File: src/hdl/bat_pkg.sv
// Package for the breakpoint address table: command and status codes,
// field widths and the beat types passed between the table and its top level.
// No dependencies.
package bat_pkg;

   localparam int CMD_W     = 2;
   localparam int ADDR_W    = 64;
   localparam int STATUS_W  = 2;
   localparam int USED_W    = 5;
   localparam int USED_MAX  = 31;

   localparam logic [CMD_W-1:0] CMD_ADD    = 2'd0;
   localparam logic [CMD_W-1:0] CMD_REMOVE = 2'd1;
   localparam logic [CMD_W-1:0] CMD_CHECK  = 2'd2;

   localparam logic [STATUS_W-1:0] ST_OK      = 2'd0;
   localparam logic [STATUS_W-1:0] ST_FULL    = 2'd1;
   localparam logic [STATUS_W-1:0] ST_NOMATCH = 2'd2;

   typedef struct packed {
      logic [CMD_W-1:0]  cmd;
      logic [ADDR_W-1:0] address;
   } req_type;

   typedef struct packed {
      logic                hit;
      logic [STATUS_W-1:0] status;
      logic [USED_W-1:0]   entries_used;
   } rsp_type;

endpackage

File: src/hdl/bat_slots.sv
// Slot array of the breakpoint address table: valid bits, stored addresses,
// parallel compare, free-slot pick and occupancy count. Depends on bat_pkg.
module bat_slots #(
   parameter int SLOTS = 16
) (
   input  logic             clock,
   input  logic             reset,
   input  logic             fire,
   input  bat_pkg::req_type req,
   output bat_pkg::rsp_type rsp
);
   import bat_pkg::*;

   localparam int CNT_W = $clog2(SLOTS + 1);
   localparam int CW    = (CNT_W > USED_W) ? CNT_W : USED_W;

   logic [SLOTS-1:0]    valid_ff, valid_in;
   logic [ADDR_W-1:0]   addr_ff [SLOTS];
   logic [SLOTS-1:0]    match;
   logic [SLOTS-1:0]    free;
   logic [SLOTS-1:0]    free_1h;
   logic [CW-1:0]       cnt;
   logic                hit_c;
   logic [STATUS_W-1:0] status_c;
   logic [USED_W-1:0]   used_c;

   always_comb begin
      for (int i = 0; i < SLOTS; i++) begin
         match[i] = valid_ff[i] && (addr_ff[i] == req.address);
      end
   end

   // lowest free slot as a one-hot vector
   assign free    = ~valid_ff;
   assign free_1h = free & (~free + SLOTS'(1));

   always_comb begin
      valid_in = valid_ff;
      hit_c    = 1'b0;
      status_c = ST_OK;
      unique case (req.cmd)
         CMD_ADD: begin
            if (|free) valid_in = valid_ff | free_1h;
            else status_c = ST_FULL;
         end
         CMD_REMOVE: begin
            valid_in = valid_ff & ~match;
            if (!(|match)) status_c = ST_NOMATCH;
         end
         CMD_CHECK: begin
            hit_c = |match;
         end
         default: begin
            valid_in = valid_ff;
         end
      endcase
   end

   always_comb begin
      cnt = '0;
      for (int i = 0; i < SLOTS; i++) begin
         cnt = cnt + CW'(valid_in[i]);
      end
      used_c = (cnt > CW'(USED_MAX)) ? USED_W'(USED_MAX) : cnt[USED_W-1:0];
   end

   assign rsp = {hit_c, status_c, used_c};

   always_ff @(posedge clock) begin
      if (reset) begin
         valid_ff <= '0;
      end else if (fire) begin
         valid_ff <= valid_in;
      end
   end

   // address store needs no reset; an entry is only compared while valid
   always_ff @(posedge clock) begin
      for (int i = 0; i < SLOTS; i++) begin
         if (fire && (req.cmd == CMD_ADD) && free_1h[i]) begin
            addr_ff[i] <= req.address;
         end
      end
   end

   // an add into a table with room always claims exactly one slot
   a_add_one_slot: assert property (@(posedge clock) disable iff (reset)
      fire && (req.cmd == CMD_ADD) && (|free) |=> $countones(valid_ff) ==
      $countones($past(valid_ff)) + 1)
      else $error("add did not claim exactly one slot");

   // a remove leaves no valid slot holding the removed address
   a_remove_clears: assert property (@(posedge clock) disable iff (reset)
      fire && (req.cmd == CMD_REMOVE) |-> (valid_in & match) == '0)
      else $error("remove left a matching slot valid");

   a_free_onehot: assert property (@(posedge clock) disable iff (reset)
      $onehot0(free_1h))
      else $error("free slot pick is not one-hot");

endmodule

File: src/hdl/breakpoint_address_table.sv
// Top level of the breakpoint address table: input register, slot array and
// result register with valid/ready handshakes. Depends on bat_pkg, bat_slots.
//
// A table of SLOTS breakpoint addresses with a valid bit each. Every command
// beat (add, remove, check) returns exactly one result beat. Add writes the
// lowest free slot (duplicates allowed) and reports full when no slot is
// free; remove clears every valid slot holding the address and reports no
// match when none does; check compares against all valid slots in parallel.
// entries_used gives the occupancy after the command, saturating at 31.
// The block takes one command per clock unless results are stalled: the
// compare, free-slot pick and table update are computed between the input
// register and the result register, so a command sees every earlier
// command's update. A command beat waits in the input register while the
// table logic works on it; the result register presents the answer once
// the command fires, which waits while the result register holds an untaken
// beat. The result register frees as its beat is taken, so the input
// side keeps flowing under back-pressure until both registers hold a beat.
module breakpoint_address_table #(
   parameter int SLOTS = 16
) (
   input  logic                                clock,
   input  logic                                reset,
   input  logic                                req_valid,
   output logic                                req_ready,
   input  logic [bat_pkg::CMD_W-1:0]           req_cmd,
   input  logic [bat_pkg::ADDR_W-1:0]          req_address,
   output logic                                rsp_valid,
   input  logic                                rsp_ready,
   output logic                                rsp_hit,
   output logic [bat_pkg::STATUS_W-1:0]        rsp_status,
   output logic [bat_pkg::USED_W-1:0]          rsp_entries_used
);
   import bat_pkg::*;

   // input register
   logic    in_valid_ff;
   req_type in_ff;
   // result register
   logic    out_valid_ff;
   rsp_type out_ff;

   rsp_type slot_rsp;
   logic    fire;

   // process the held command when the result register is free or draining
   assign fire      = in_valid_ff && (!out_valid_ff || rsp_ready);
   assign req_ready = !in_valid_ff || fire;

   always_ff @(posedge clock) begin
      if (reset) begin
         in_valid_ff <= 1'b0;
      end else if (req_ready) begin
         in_valid_ff <= req_valid;
      end
   end

   // hold the command beat until it is processed
   always_ff @(posedge clock) begin
      if (req_ready && req_valid) begin
         in_ff.cmd     <= req_cmd;
         in_ff.address <= req_address;
      end
   end

   bat_slots #(
      .SLOTS (SLOTS)
   ) u_slots (
      .clock (clock),
      .reset (reset),
      .fire  (fire),
      .req   (in_ff),
      .rsp   (slot_rsp)
   );

   // advance the result register on fire, drop it once taken
   always_ff @(posedge clock) begin
      if (reset) begin
         out_valid_ff <= 1'b0;
      end else if (fire) begin
         out_valid_ff <= 1'b1;
      end else if (rsp_ready) begin
         out_valid_ff <= 1'b0;
      end
   end

   always_ff @(posedge clock) begin
      if (fire) begin
         out_ff <= slot_rsp;
      end
   end

   assign rsp_valid        = out_valid_ff;
   assign rsp_hit          = out_ff.hit;
   assign rsp_status       = out_ff.status;
   assign rsp_entries_used = out_ff.entries_used;

   // a hit comes only from a check, which always reports ok
   a_hit_ok: assert property (@(posedge clock) disable iff (reset)
      out_valid_ff && out_ff.hit |-> out_ff.status == ST_OK)
      else $error("hit reported with a non-ok status");

   a_status_code: assert property (@(posedge clock) disable iff (reset)
      out_valid_ff |-> (out_ff.status == ST_OK || out_ff.status == ST_FULL ||
                        out_ff.status == ST_NOMATCH))
      else $error("result carries an unknown status code");

   // a stalled command stays in the input register unchanged
   a_in_hold: assert property (@(posedge clock) disable iff (reset)
      in_valid_ff && !fire |=> in_valid_ff && $stable(in_ff))
      else $error("stalled command was lost or changed");

   a_ready_means_room: assert property (@(posedge clock) disable iff (reset)
      !req_ready |-> in_valid_ff && out_valid_ff && !rsp_ready)
      else $error("input stalled without a full pipeline");

endmodule
File: config.mk
export PLATFORM = sky130hd
export DESIGN_NAME = breakpoint_address_table
export DESIGN_NICKNAME = d
export VERILOG_FILES = /design/src/hdl/bat_pkg.sv /design/src/hdl/bat_slots.sv /design/src/hdl/breakpoint_address_table.sv
export SDC_FILE = /design/constraint.sdc
export NUM_CORES = 1
export LEC_CHECK = 0
export ABC_AREA = 1
export BUFFER_PORTS_ARGS = -buffer_cell sky130_fd_sc_hd__buf_2
export CAP_MARGIN = 20
export CORE_MARGIN = 2
export CORE_UTILIZATION = 55
export CTS_BUF_LIST = sky130_fd_sc_hd__clkbuf_8
export DETAILED_ROUTE_END_ITERATION = 8
export PLACE_DENSITY = 0.7
export SETUP_SLACK_MARGIN = 0.5
export SYNTH_ARGS = -nofsm -noshare
export SYNTH_HDL_FRONTEND = slang
export SYNTH_SLANG_ARGS = --single-unit
File: constraint.sdc
create_clock -name clock -period 8.2 [get_ports clock]
set_clock_uncertainty 0.15 [all_clocks]
set_input_delay 0 -clock clock [delete_from_list [all_inputs] [get_ports clock]]
set_output_delay 0 -clock clock [all_outputs]
set_load 0.02 [all_outputs]
Word-level counts from Yosys, hierarchy flattened
Memories as Yosys holds them, arrays and structs flattened.
Index checks and enable logic that the tools add are counted.
W data, S select, Z words.
{"block": "classes", "add_sub_neg": 16, "mul": 0, "div_mod_pow": 0, "order_cmp": 1, "eq_ne": 18, "n_shift": 0, "n_mux": 84, "bitwise": 6, "n_reduce_logical": 58}
{"operator": "$eq A64 B64 Y1", "count": 16}
{"operator": "$mux W64", "count": 15}
{"operator": "$reduce_or A64 Y1", "count": 15}
{"operator": "$add A5 B1 Y5", "count": 14}
{"operator": "$mux W4", "count": 15}
{"operator": "$mux W1", "count": 50}
{"operator": "$not A16 Y16", "count": 3}
{"operator": "$logic_and A1 B1 Y1", "count": 35}
{"operator": "$and A16 B16 Y16", "count": 2}
{"operator": "$pmux W16 S2", "count": 1}
{"operator": "$reduce_or A16 Y1", "count": 2}
{"operator": "$add A16 B1 Y16 const B", "count": 1}
{"operator": "$mux W16", "count": 1}
{"operator": "$or A16 B16 Y16", "count": 1}
{"operator": "$gt A5 B5 Y1 const B", "count": 1}
{"operator": "$pmux W2 S2", "count": 1}
{"operator": "$add A1 B1 Y2", "count": 1}
{"operator": "$eq A2 B1 Y1 const B", "count": 1}
{"operator": "$eq A2 B2 Y1 const B", "count": 1}
{"operator": "$logic_not A1 Y1", "count": 2}
{"operator": "$logic_not A2 Y1", "count": 1}
{"operator": "$logic_or A1 B1 Y1", "count": 2}
{"operator": "$mux W2", "count": 1}
{"operator": "$reduce_bool A2 Y1", "count": 1}
{"block": "totals", "ff_bits": 92, "latch_bits": 0, "ram_bits": 1024, "mem_bits_ro": 0, "input_bits": 70, "output_inout_bits": 10, "elab_cells": 192, "memories": 1}
{"memory": "u_slots.addr_ff", "depth": 16, "width": 64, "read_ports": 16, "rd_ports_with_merged_regs": 0, "wr": 1, "line_no": "bat_slots.sv:18", "rtl": "logic [ADDR_W-1:0] addr_ff [SLOTS];"}

Logic depth before layout (Yosys ltp)
Gate-level depths: netlist of run 1.
{"block": "logic_depth", "ltp_word": 23, "ltp_mapped": 24}

By module
A second synthesis of run 1 with hierarchy kept.
{"block": "unflattened", "cells_unflattened": 4125, "area_unflattened_um2": 49725.2}
{"module": "bat_slots", "instances": 1, "cells_each": 4039, "area_per_inst_um2": 47411.7}
{"module": "breakpoint_address_table", "instances": 1, "cells_each": 86, "area_per_inst_um2": 2313.5}

Worst setup path before layout of run 1
OpenSTA, ideal clock, no wires.
{"block": "synth_timing", "path_type": "reg2reg", "startpoint": "reg in_ff[65] in the netlist's numbering", "endpoint": "mem u_slots.addr_ff[9][0], enable pin", "t_arrival_ns": 7.442, "required_time_ns": 7.406, "path_slack_ns": -0.036, "stages_incl_launch_ff": 7, "n_path_buf": 1, "synth_period_minus_slack_ns": 8.236, "cell_sequence": "edfxtp_1 nor2_1 inv_1 nor2_1 inv_1 clkbuf_1 nor4_1"}
{"block": "synth_via", "elab_chain_len": 21, "elab_cells_between_ends": 95}
{"element": "start: declaration", "line_no": "breakpoint_address_table.sv:37", "rtl": "req_type in_ff;"}
{"element": "$logic_not A2 Y1 *", "line_no": "bat_slots.sv:80", "rtl": "if (fire && (req.cmd == CMD_ADD) && free_1h[i]) begin"}
{"element": "$logic_and A1 B1 Y1 *", "line_no": "bat_slots.sv:80"}
{"element": "$logic_and A1 B1 Y1", "line_no": "bat_slots.sv:80"}
{"element": "$mux W1", "line_no": "bat_slots.sv:80"}
{"element": "$mux W1 (implied by the code)", "line_no": "bat_slots.sv:81", "rtl": "addr_ff[i] <= req.address;"}
{"element": "$reduce_or A64 Y1 (no source line)"}
{"element": "$mux W4 (no source line) or $mux W1 (tied branches) (15 in series)"}
{"element": "end: declaration", "line_no": "bat_slots.sv:18"}
Every way passes the cells marked *; elsewhere a longest branch is shown, timed or not.

Final worst setup path of run 1
{"block": "layout_timing", "startpoint": "reg in_ff[12] in the netlist's numbering", "endpoint": "reg out_ff, in the netlist rsp_entries_used[2], data pin"}
{"block": "layout_via", "elab_chain_len": 21, "elab_cells_between_ends": 51}
{"element": "$eq A64 B64 Y1 *", "line_no": "bat_slots.sv:29", "rtl": "match[i] = valid_ff[i] && (addr_ff[i] == req.address);"}
{"element": "$logic_and A1 B1 Y1 *", "line_no": "bat_slots.sv:29"}
{"element": "$not A16 Y16 *", "line_no": "bat_slots.sv:47", "rtl": "valid_in = valid_ff & ~match;"}
{"element": "$and A16 B16 Y16 *", "line_no": "bat_slots.sv:47"}
{"element": "$pmux W16 S2 *", "line_no": "bat_slots.sv:41", "rtl": "unique case (req.cmd)"}
{"element": "named net u_slots.valid_in[1]", "line_no": "bat_slots.sv:17", "rtl": "logic [SLOTS-1:0] valid_ff, valid_in;"}
{"element": "$add A1 B1 Y2 *", "line_no": "bat_slots.sv:62", "rtl": "cnt = cnt + CW'(valid_in[i]);"}
{"element": "$add A5 B1 Y5 * (14 in series)", "line_no": "bat_slots.sv:62"}
{"element": "$gt A5 B5 Y1", "line_no": "bat_slots.sv:64", "rtl": "used_c = (cnt > CW'(USED_MAX)) ? USED_W'(USED_MAX) : cnt[USED_W-1:0];"}
{"element": "end signal: assignment", "line_no": "breakpoint_address_table.sv:88", "rtl": "out_ff <= slot_rsp;"}
{"element": "end: declaration", "line_no": "breakpoint_address_table.sv:40", "rtl": "rsp_type out_ff;"}
The timed path passes the listed nets; every way through them passes the cells marked *.
A chain may end at the register's enable or synchronous reset.

==> results of run 1 <==
==> critical path, stage by stage, from the launching register on <==
cell,delay [ns]
sky130_fd_sc_hd__edfxtp_1,0.90
sky130_fd_sc_hd__inv_1,0.17
sky130_fd_sc_hd__nand2_1,0.11
sky130_fd_sc_hd__nand2_1,0.05
sky130_fd_sc_hd__nor2_1,0.11
sky130_fd_sc_hd__nand2_1,0.12
sky130_fd_sc_hd__nor2_1,0.20
sky130_fd_sc_hd__nand2_1,0.10
sky130_fd_sc_hd__nor2_1,0.27
sky130_fd_sc_hd__nand3_1,0.11
sky130_fd_sc_hd__nand2_1,0.07
sky130_fd_sc_hd__o21ai_0,0.11
sky130_fd_sc_hd__ha_1,0.32
sky130_fd_sc_hd__fa_1,0.52
sky130_fd_sc_hd__fa_1,0.44
sky130_fd_sc_hd__fa_1,0.49
sky130_fd_sc_hd__inv_1,0.05
sky130_fd_sc_hd__fa_1,0.45
sky130_fd_sc_hd__fa_1,0.43
sky130_fd_sc_hd__fa_1,0.46
sky130_fd_sc_hd__xnor2_1,0.13
==> synthesized netlist by cell type, drive strengths merged <==
master / instances
edfxtp: 1098
nand2: 966
xor2: 647
nor2: 617
inv: 313
xnor2: 172
buf: 129
nand4: 45
nand3: 31
o21ai: 21
dfxtp: 18
a21oi: 15
nor3: 14
fa: 10
clkbuf: 9
ha: 5
nor4: 4
a31oi: 2
and3: 2
clkinv: 2
a21boi: 1
a22oi: 1
a2bb2oi: 1
and2: 1
o31ai: 1
==> kinds of logic (layout without fill, tap and decap cells) <==
kind of cell / Yosys count / after routing / share of synthesized area
AOI/OAI and AO/OA: 42 / 42 / 0.004778
xor gates and xnor gates: 819 / 819 / 0.1449
adders and majority gates: 15 / 15 / 0.005309
buffers and inverters: 453 / 951 / 0.03914
DFF: 1116 / 1116 / 0.6735
other: 0 / 1 / 0
and+or+nand+nor: 1680 / 1680 / 0.1323
==> layer usage <==
metal  up-vias  global-route usage  routed length, um
met2       791              0.3650              49570
met4         0             0.07405               2574
met3       170             0.03336               6050
met5         -                   0                  0
li1      14132                   -                  -
met1     13894              0.3207              46970
==> power by group through the flow <==
stage	logic, W	registers (W)	clock network, W
3_3_place_gp	0.000630	0.00655	0
4_1_cts	0.000699	0.00643	0.00439
5_1_grt	0.000788	0.00644	0.00463
3_5_place_dp	0.000645	0.00655	0
6_report	0.000696	0.00643	0.00430
2_1_floorplan	0.000488	0.00651	0
==> worst paths after layout <==
| kind | endpoint | start |
|---|---|---|
| max | rsp_entries_used[2]$_SDFFCE_PN1P_ | in_ff[12]$_DFFE_PP_ |
| min reg2reg | u_slots.addr_ff[9][31]$_DFFE_PP_ | in_ff[31]$_DFFE_PP_ |
| max reg2reg | rsp_entries_used[2]$_SDFFCE_PN1P_ | in_ff[12]$_DFFE_PP_ |
| min | u_slots.valid_ff[4]$_SDFFE_PP0P_ | reset |
==> flip-flops by register name, indices dropped and copies added, names as in the netlist <==
name and count:
rsp_valid 1, u_slots.addr_ff 1024, in_ff 66, rsp_hit 1, in_valid_ff 1, rsp_entries_used 5, rsp_status 2, u_slots.valid_ff 16
==> per-stage QoR <==
| step | power [W] | hold WS [ns] |
|---|---|---|
| 4_1_cts | 0.01152 | 0.04101 |
| 3_3_place_gp | 0.007180 | 0.02596 |
| 3_5_place_dp | 0.007198 | 0.02809 |
| 6_report | 0.01142 | 0.1613 |
| 2_1_floorplan | 0.006995 | -0.05113 |
| 5_1_grt | 0.01186 | 0.1340 |
==> what timing repair did <==
action / CTS / global route
endpoints found under the setup margin: 0 / 0
hold buffers: 139 / 0
endpoints found under the hold margin: 129 / 0
==> final cells by class <==
cell class | count | area, um^2 | area share
Sequential cell | 1116 | 33330 | 0.5941
Multi-Input combinational cell | 2556 | 14330 | 0.2554
Timing Repair Buffer | 327 | 2605 | 0.04643
Clock buffer | 188 | 2587 | 0.04612
Tap cell | 1176 | 1471 | 0.02623
Inverter | 315 | 1185 | 0.02112
Clock inverter | 121 | 594.3 | 0.01059
Antenna cell | 1 | 2.502 | 0.00004460
==> impl_metrics.xml, run 1 <==
<?xml version="1.0" encoding="UTF-8"?>
<metrics>
  <group name="finish">
    <metric name="post_layout_nonfiller_instances" unit="">5800</metric>
    <metric name="num-nets-final" unit="">4578</metric>
    <metric name="finish.utilization" unit="">0.6262</metric>
    <metric name="area_delta_synth_final" unit="%">13.37</metric>
    <metric name="layout.cells.most_common_list" unit="">sky130_fd_sc_hd__edfxtp_1 (1098), sky130_fd_sc_hd__nand2_1 (962), sky130_fd_sc_hd__xor2_1 (647)</metric>
    <metric name="fin_area" unit="um^2">56110</metric>
    <metric name="leading_cell_type_in_the_layout_fill_and_taps_excluded" unit="">sky130_fd_sc_hd__edfxtp_1</metric>
    <metric name="fill_cells" unit="">6796</metric>
    <metric name="post_route_cells_drive_above_1_share" unit="">0.09431</metric>
  </group>
  <group name="synthesis">
    <metric name="synth.largest_area_cell" unit="">sky130_fd_sc_hd__edfxtp_1</metric>
    <metric name="synth.net_count" unit="">4210</metric>
    <metric name="synth-seq-cells" unit="">1116</metric>
    <metric name="ys_top_cells_by_area" unit="">sky130_fd_sc_hd__edfxtp_1 (67%), sky130_fd_sc_hd__xor2_1 (11%), sky130_fd_sc_hd__nand2_1 (7.3%)</metric>
    <metric name="synthesis.area_per_instance" unit="um^2">12.00</metric>
    <metric name="synth_top_area_frac" unit="">0.6662</metric>
    <metric name="synth_seq_area_share" unit="">0.6735</metric>
    <metric name="post_synth_inst_count" unit="">4125</metric>
    <metric name="yosys_warnings" unit="">0</metric>
    <metric name="post_synth_num_cell_types" unit="">34</metric>
    <metric name="post_synth_instance_area" unit="um^2">49490</metric>
  </group>
  <group name="place">
    <metric name="place.gp.congestion" unit="">0.8964</metric>
    <metric name="io_buffer_count" unit="">79</metric>
    <metric name="dp.cells" unit="">5351</metric>
    <metric name="place_worst_setup_slack" unit="ns">2.238</metric>
    <metric name="detailedPlacementHpwl" unit="um">65470</metric>
    <metric name="placed_area" unit="um^2">51530</metric>
  </group>
  <group name="power">
    <metric name="vdd_ir_drop_max" unit="mV">0.1447</metric>
    <metric name="internal-power" unit="W">0.008771</metric>
    <metric name="netsw" unit="W">0.002653</metric>
    <metric name="pwr_density_cell" unit="nW/um^2">203.6</metric>
    <metric name="power.combinational.fraction" unit="">0.061</metric>
    <metric name="power.share.sequential" unit="">0.563</metric>
    <metric name="p_clk_frac" unit="">0.376</metric>
    <metric name="switching_share" unit="">0.2323</metric>
    <metric name="leak" unit="nW">21.60</metric>
  </group>
  <group name="outcome">
    <metric name="outcome" unit="">complete, no violations</metric>
  </group>
  <group name="clock_network">
    <metric name="cts.sink_count" unit="">1116</metric>
    <metric name="cts_buffers" unit="">177</metric>
    <metric name="cts.reportedPaths.clkPinSlew" unit="ns">0.06</metric>
    <metric name="ctsHtreeMaxLevel" unit="">4</metric>
    <metric name="cts_setup_buffers" unit="">0</metric>
    <metric name="ctsLongestPathBuffers" unit="">3</metric>
    <metric name="clk_root_buffer_cell" unit="">sky130_fd_sc_hd__clkbuf_8</metric>
    <metric name="cts_resized" unit="">0</metric>
    <metric name="cts_tree" unit="">yes</metric>
    <metric name="clock_insertion_delay_worst_skew" unit="ns">0.84</metric>
  </group>
  <group name="critical_path">
    <metric name="cp.required" unit="ns">8.62</metric>
    <metric name="rr_worst_depth" unit="">20</metric>
    <metric name="cp_data_arrival_time" unit="ns">6.45</metric>
    <metric name="timing.setup.critical_path_class" unit="">reg -&gt; reg</metric>
    <metric name="reg2reg_slack" unit="ns">2.17</metric>
    <metric name="end_kind" unit="">flop</metric>
    <metric name="crit_fanout" unit="">22</metric>
    <metric name="critPathLaunchType" unit="">flop</metric>
  </group>
  <group name="grt">
    <metric name="grt_max_degree" unit="">65</metric>
    <metric name="grt-ovfl-total" unit="">0</metric>
    <metric name="first_global_vias" unit="">28327</metric>
    <metric name="antenna_found_initial" unit="">3</metric>
    <metric name="global_route.usage.total" unit="">0.2270</metric>
    <metric name="first_pass_grt_wire_length" unit="um">160200</metric>
  </group>
  <group name="sta">
    <metric name="top_achievable_clock_speed" unit="GHz">0.1658</metric>
    <metric name="worst_slew_pin_slew" unit="ns">1.110</metric>
    <metric name="slew_viol_final" unit="">0</metric>
    <metric name="fin_crit_sh" unit="">0.7357</metric>
    <metric name="setup_violations" unit="">0</metric>
    <metric name="tns" unit="ns">0</metric>
    <metric name="rsz_0062_raised_after_global_routing" unit="">false</metric>
    <metric name="finalWorstSetupSlack" unit="ns">2.167</metric>
    <metric name="timing.max_slew.rel_slack" unit="">0.2597</metric>
    <metric name="final.min_clock_period" unit="ns">6.033</metric>
    <metric name="hold_viol" unit="">0</metric>
  </group>
  <group name="die">
    <metric name="ios" unit="">80</metric>
    <metric name="floorplan_die_area" unit="um^2">92400</metric>
    <metric name="die_height" unit="um">304.0</metric>
    <metric name="die_x" unit="um">304.0</metric>
    <metric name="core_region_area" unit="um^2">89600</metric>
    <metric name="std_cell_rows" unit="">110</metric>
    <metric name="floorplan.initialDensity" unit="">0.5524</metric>
  </group>
  <group name="worst_hold_path">
    <metric name="worst_hold_path_type" unit="">in -&gt; reg</metric>
    <metric name="min_path_cells" unit="">5</metric>
  </group>
  <group name="route">
    <metric name="residual_drc_count" unit="">0</metric>
    <metric name="avg_vias_per_cell" unit="">4.998</metric>
    <metric name="initialDrtViolationCount" unit="">2543</metric>
    <metric name="via_count" unit="">28987</metric>
    <metric name="firstDrtPassIters" unit="">5</metric>
    <metric name="detail-route-antenna-nets" unit="">0</metric>
    <metric name="routed_wire_length_per_instance" unit="um">18.13</metric>
    <metric name="routed_wirelength" unit="um">105200</metric>
  </group>
  <group name="job">
    <metric name="maxCapViolCount" unit="">0</metric>
  </group>
</metrics>
No activity file was read; power rests on OpenSTA's default activity.
==> run 2: changes to the inputs <==
--- a/config.mk
+++ b/config.mk
@@ -12,7 +12,7 @@
 export CORE_UTILIZATION = 55
 export CTS_BUF_LIST = sky130_fd_sc_hd__clkbuf_8
 export DETAILED_ROUTE_END_ITERATION = 8
-export PLACE_DENSITY = 0.7
+export PLACE_DENSITY = 0.67
 export SETUP_SLACK_MARGIN = 0.5
 export SYNTH_ARGS = -nofsm -noshare
 export SYNTH_HDL_FRONTEND = slang
==> constraint.sdc (replaced) <==
create_clock -name clock -period 6.1 [get_ports clock]
set_clock_uncertainty 0.15 [all_clocks]
set_input_delay 0 -clock clock [delete_from_list [all_inputs] [get_ports clock]]
set_output_delay 0 -clock clock [all_outputs]
set_load 0.02 [all_outputs]
==> impl_metrics.xml, run 2 (synthesis gave the netlist of run 1 again) <==
<?xml version="1.0" encoding="UTF-8"?>
<metrics>
  <group name="finish">
    <metric name="num-nets-final" unit="">4720</metric>
    <metric name="leading_cell_type_in_the_layout_fill_and_taps_excluded" unit="">sky130_fd_sc_hd__edfxtp_1</metric>
    <metric name="finish.utilization" unit="">0.6437</metric>
    <metric name="area_delta_synth_final" unit="%">16.54</metric>
    <metric name="fill_cells" unit="">6847</metric>
    <metric name="post_route_cells_drive_above_1_share" unit="">0.1268</metric>
    <metric name="layout.cells.most_common_list" unit="">sky130_fd_sc_hd__edfxtp_1 (1098), sky130_fd_sc_hd__nand2_1 (958), sky130_fd_sc_hd__xor2_1 (647)</metric>
    <metric name="sequential_cell_area" unit="um^2">33330</metric>
    <metric name="registers_with_the_most_flip_flops" unit="">u_slots.addr_ff (1024), in_ff (66), u_slots.valid_ff (16)</metric>
    <metric name="largest_register_ffs" unit="">1024</metric>
    <metric name="largest-register" unit="">u_slots.addr_ff</metric>
    <metric name="fin_area" unit="um^2">57680</metric>
    <metric name="area_occupied_by_multi_input_gates" unit="um^2">14510</metric>
  </group>
  <group name="clock_network">
    <metric name="cts_buffers" unit="">183</metric>
    <metric name="clk_root_buffer_cell" unit="">sky130_fd_sc_hd__clkbuf_8</metric>
    <metric name="ctsLongestPathBuffers" unit="">3</metric>
    <metric name="ctsHtreeMaxLevel" unit="">4</metric>
    <metric name="cts.reportedPaths.clkPinSlew" unit="ns">0.06</metric>
    <metric name="cts_tree" unit="">yes</metric>
    <metric name="cts.sink_count" unit="">1116</metric>
    <metric name="clock_insertion_delay_worst_skew" unit="ns">0.84</metric>
  </group>
  <group name="die">
    <metric name="floorplan_die_area" unit="um^2">92400</metric>
    <metric name="die_height" unit="um">304.0</metric>
    <metric name="ios" unit="">80</metric>
    <metric name="core_region_area" unit="um^2">89600</metric>
    <metric name="std_cell_rows" unit="">110</metric>
    <metric name="floorplan.initialDensity" unit="">0.5524</metric>
    <metric name="die_x" unit="um">304.0</metric>
  </group>
  <group name="outcome">
    <metric name="outcome" unit="">complete, no violations</metric>
  </group>
  <group name="worst_hold_path">
    <metric name="worst_hold_path_type" unit="">in -&gt; reg</metric>
    <metric name="timing.hold.worst.start" unit="">reset</metric>
  </group>
  <group name="sta">
    <metric name="fin_crit_sh" unit="">0.8896</metric>
    <metric name="top_achievable_clock_speed" unit="GHz">0.1843</metric>
    <metric name="timing.max_slew.rel_slack" unit="">0.3169</metric>
    <metric name="rsz_0062_raised_after_global_routing" unit="">false</metric>
    <metric name="slew_viol_final" unit="">0</metric>
    <metric name="tns" unit="ns">0</metric>
    <metric name="final.min_clock_period" unit="ns">5.427</metric>
    <metric name="setup_violations" unit="">0</metric>
    <metric name="hold_viol" unit="">0</metric>
    <metric name="worst_slew_pin_slew" unit="ns">1.025</metric>
    <metric name="finalWorstSetupSlack" unit="ns">0.6731</metric>
    <metric name="holdWs" unit="ns">0.2071</metric>
  </group>
  <group name="critical_path">
    <metric name="regToRegStartpoint" unit="">in_ff[3]$_DFFE_PP_</metric>
    <metric name="timing.setup.critical_path_class" unit="">reg -&gt; reg</metric>
    <metric name="cp_cell_sequence" unit="">buf_4 -&gt; xor2_1 -&gt; nor2_1 -&gt; nand2_1 -&gt; nor2_1 -&gt; nand2_1 -&gt; nor2_2 -&gt; nand3_1 -&gt; nand2_1 -&gt; o21ai_0 -&gt; fa_1 -&gt; fa_1 -&gt; fa_1 -&gt; inv_1 -&gt; fa_1 -&gt; fa_2 -&gt; fa_1 -&gt; xnor2_1</metric>
    <metric name="start_point_of_the_critical_path" unit="">in_ff[3]$_DFFE_PP_</metric>
    <metric name="rr_worst_depth" unit="">18</metric>
    <metric name="worstSetupEndpoint" unit="">rsp_entries_used[2]$_SDFFCE_PN1P_</metric>
    <metric name="worst_path_largest_cell_delay" unit="ns">0.54</metric>
    <metric name="critical_path.reg2reg.endpoint" unit="">rsp_entries_used[2]$_SDFFCE_PN1P_</metric>
    <metric name="critPathTopFamily" unit="">adder cells</metric>
    <metric name="cp.required" unit="ns">6.54</metric>
    <metric name="end_kind" unit="">flop</metric>
    <metric name="cp_data_arrival_time" unit="ns">5.86</metric>
    <metric name="crit_fanout" unit="">16</metric>
    <metric name="critPathLaunchType" unit="">flop</metric>
    <metric name="critical_path.most_common_cell" unit="">sky130_fd_sc_hd__fa_1</metric>
    <metric name="critical_path_buf_inv_count" unit="">2</metric>
    <metric name="crit_cells" unit="">18</metric>
    <metric name="reg2reg_slack" unit="ns">0.67</metric>
    <metric name="cpMaxStageDelayCell" unit="">sky130_fd_sc_hd__fa_1</metric>
  </group>
  <group name="power">
    <metric name="vdd_ir_drop_max" unit="mV">0.1901</metric>
    <metric name="pwr_density_cell" unit="nW/um^2">269.9</metric>
    <metric name="leak" unit="nW">22.41</metric>
  </group>
  <group name="route">
    <metric name="via_count" unit="">29613</metric>
    <metric name="routed_wire_length_per_instance" unit="um">18.28</metric>
    <metric name="initialDrtViolationCount" unit="">2468</metric>
    <metric name="firstDrtPassIters" unit="">7</metric>
    <metric name="residual_drc_count" unit="">0</metric>
    <metric name="avg_vias_per_cell" unit="">4.964</metric>
    <metric name="detail-route-antenna-nets" unit="">0</metric>
    <metric name="routed_wirelength" unit="um">109000</metric>
  </group>
  <group name="place">
    <metric name="io_buffer_count" unit="">79</metric>
    <metric name="detailedPlacementHpwl" unit="um">67470</metric>
    <metric name="place_worst_setup_slack" unit="ns">0.07960</metric>
    <metric name="placed_area" unit="um^2">52010</metric>
    <metric name="place.gp.congestion" unit="">0.8872</metric>
  </group>
  <group name="grt">
    <metric name="global_route.usage.total" unit="">0.2347</metric>
    <metric name="first_global_vias" unit="">28839</metric>
    <metric name="antenna_found_initial" unit="">2</metric>
    <metric name="grt_max_degree" unit="">55</metric>
    <metric name="grt-ovfl-total" unit="">0</metric>
    <metric name="first_pass_grt_wire_length" unit="um">165300</metric>
  </group>
  <group name="job">
    <metric name="maxCapViolCount" unit="">0</metric>
  </group>
</metrics>
-- run 2: cell types whose count changed in the layout (fill, tap and decap cells not counted), moves of 5 or more --
cell	previous run	this run
sky130_fd_sc_hd__nor3_2	9	4
sky130_fd_sc_hd__clkinv_1	30	53
sky130_fd_sc_hd__buf_12	0	12
sky130_fd_sc_hd__inv_8	7	1
sky130_fd_sc_hd__inv_1	375	381
sky130_fd_sc_hd__buf_4	109	214
sky130_fd_sc_hd__nor2_4	5	17
sky130_fd_sc_hd__nor2_1	612	580
sky130_fd_sc_hd__buf_6	0	12
sky130_fd_sc_hd__nor2_2	0	20
sky130_fd_sc_hd__nor3_4	0	5
-- run 2: power breakdown --
group | switching [W] | internal (W) | total, W
registers | 0.0000688 | 0.00850 | 0.00857
clock network | 0.00296 | 0.00292 | 0.00588
logic | 0.000647 | 0.000468 | 0.00112
-- run 2: what timing repair did --
action / 4_1_cts / 5_1_grt
cloned: 0 / 1
endpoints found under the setup margin: 4 / 4
hold buffers: 139 / 0
setup buffers: 26 / 66
pin swaps: 0 / 2
gates resized for setup: 15 / 58
endpoints found under the hold margin: 115 / 0
-- run 2: worst min-delay path, stage by stage --
cell	delay [ns]
sky130_fd_sc_hd__dlygate4sd3_1	0.60
sky130_fd_sc_hd__buf_2	0.31
sky130_fd_sc_hd__nor2_1	0.15
sky130_fd_sc_hd__nand2_1	0.05
sky130_fd_sc_hd__inv_1	0.04
-- run 2: worst min-delay path by stage --
stage	cells past startpoint	end
4_1_cts	5	u_slots.valid_ff[4]$_SDFFE_PP0P_
5_1_grt	5	u_slots.valid_ff[4]$_SDFFE_PP0P_
2_1_floorplan	0	in_ff[0]$_DFFE_PP_
3_5_place_dp	1	in_ff[56]$_DFFE_PP_
3_3_place_gp	1	in_ff[5]$_DFFE_PP_
6_report	5	u_slots.valid_ff[7]$_SDFFE_PP0P_
-- run 2: stage by stage --
step,power (W),instances
floorplan,0.009404,4125
global placement,0.009688,5391
detailed placement,0.009713,5393
CTS,0.01567,5896
global route,0.01617,5965
finish,0.01556,5965
-- run 2: final cells by class --
type | count | area share
Timing Repair Buffer | 463 | 0.06729
Clock inverter | 149 | 0.01176
Clock buffer | 189 | 0.04510
Antenna cell | 1 | 0.00004339
Inverter | 315 | 0.02074
Multi-Input combinational cell | 2556 | 0.2516
Tap cell | 1176 | 0.02551
Sequential cell | 1116 | 0.5779
-- run 2: metal layers --
layer	GRT usage	up-vias	wire length, um
li1	-	14447	-
met1	0.3362	14181	49220
met2	0.3705	782	51020
met3	0.03628	201	5752
met4	0.07798	2	3020
met5	0	-	11
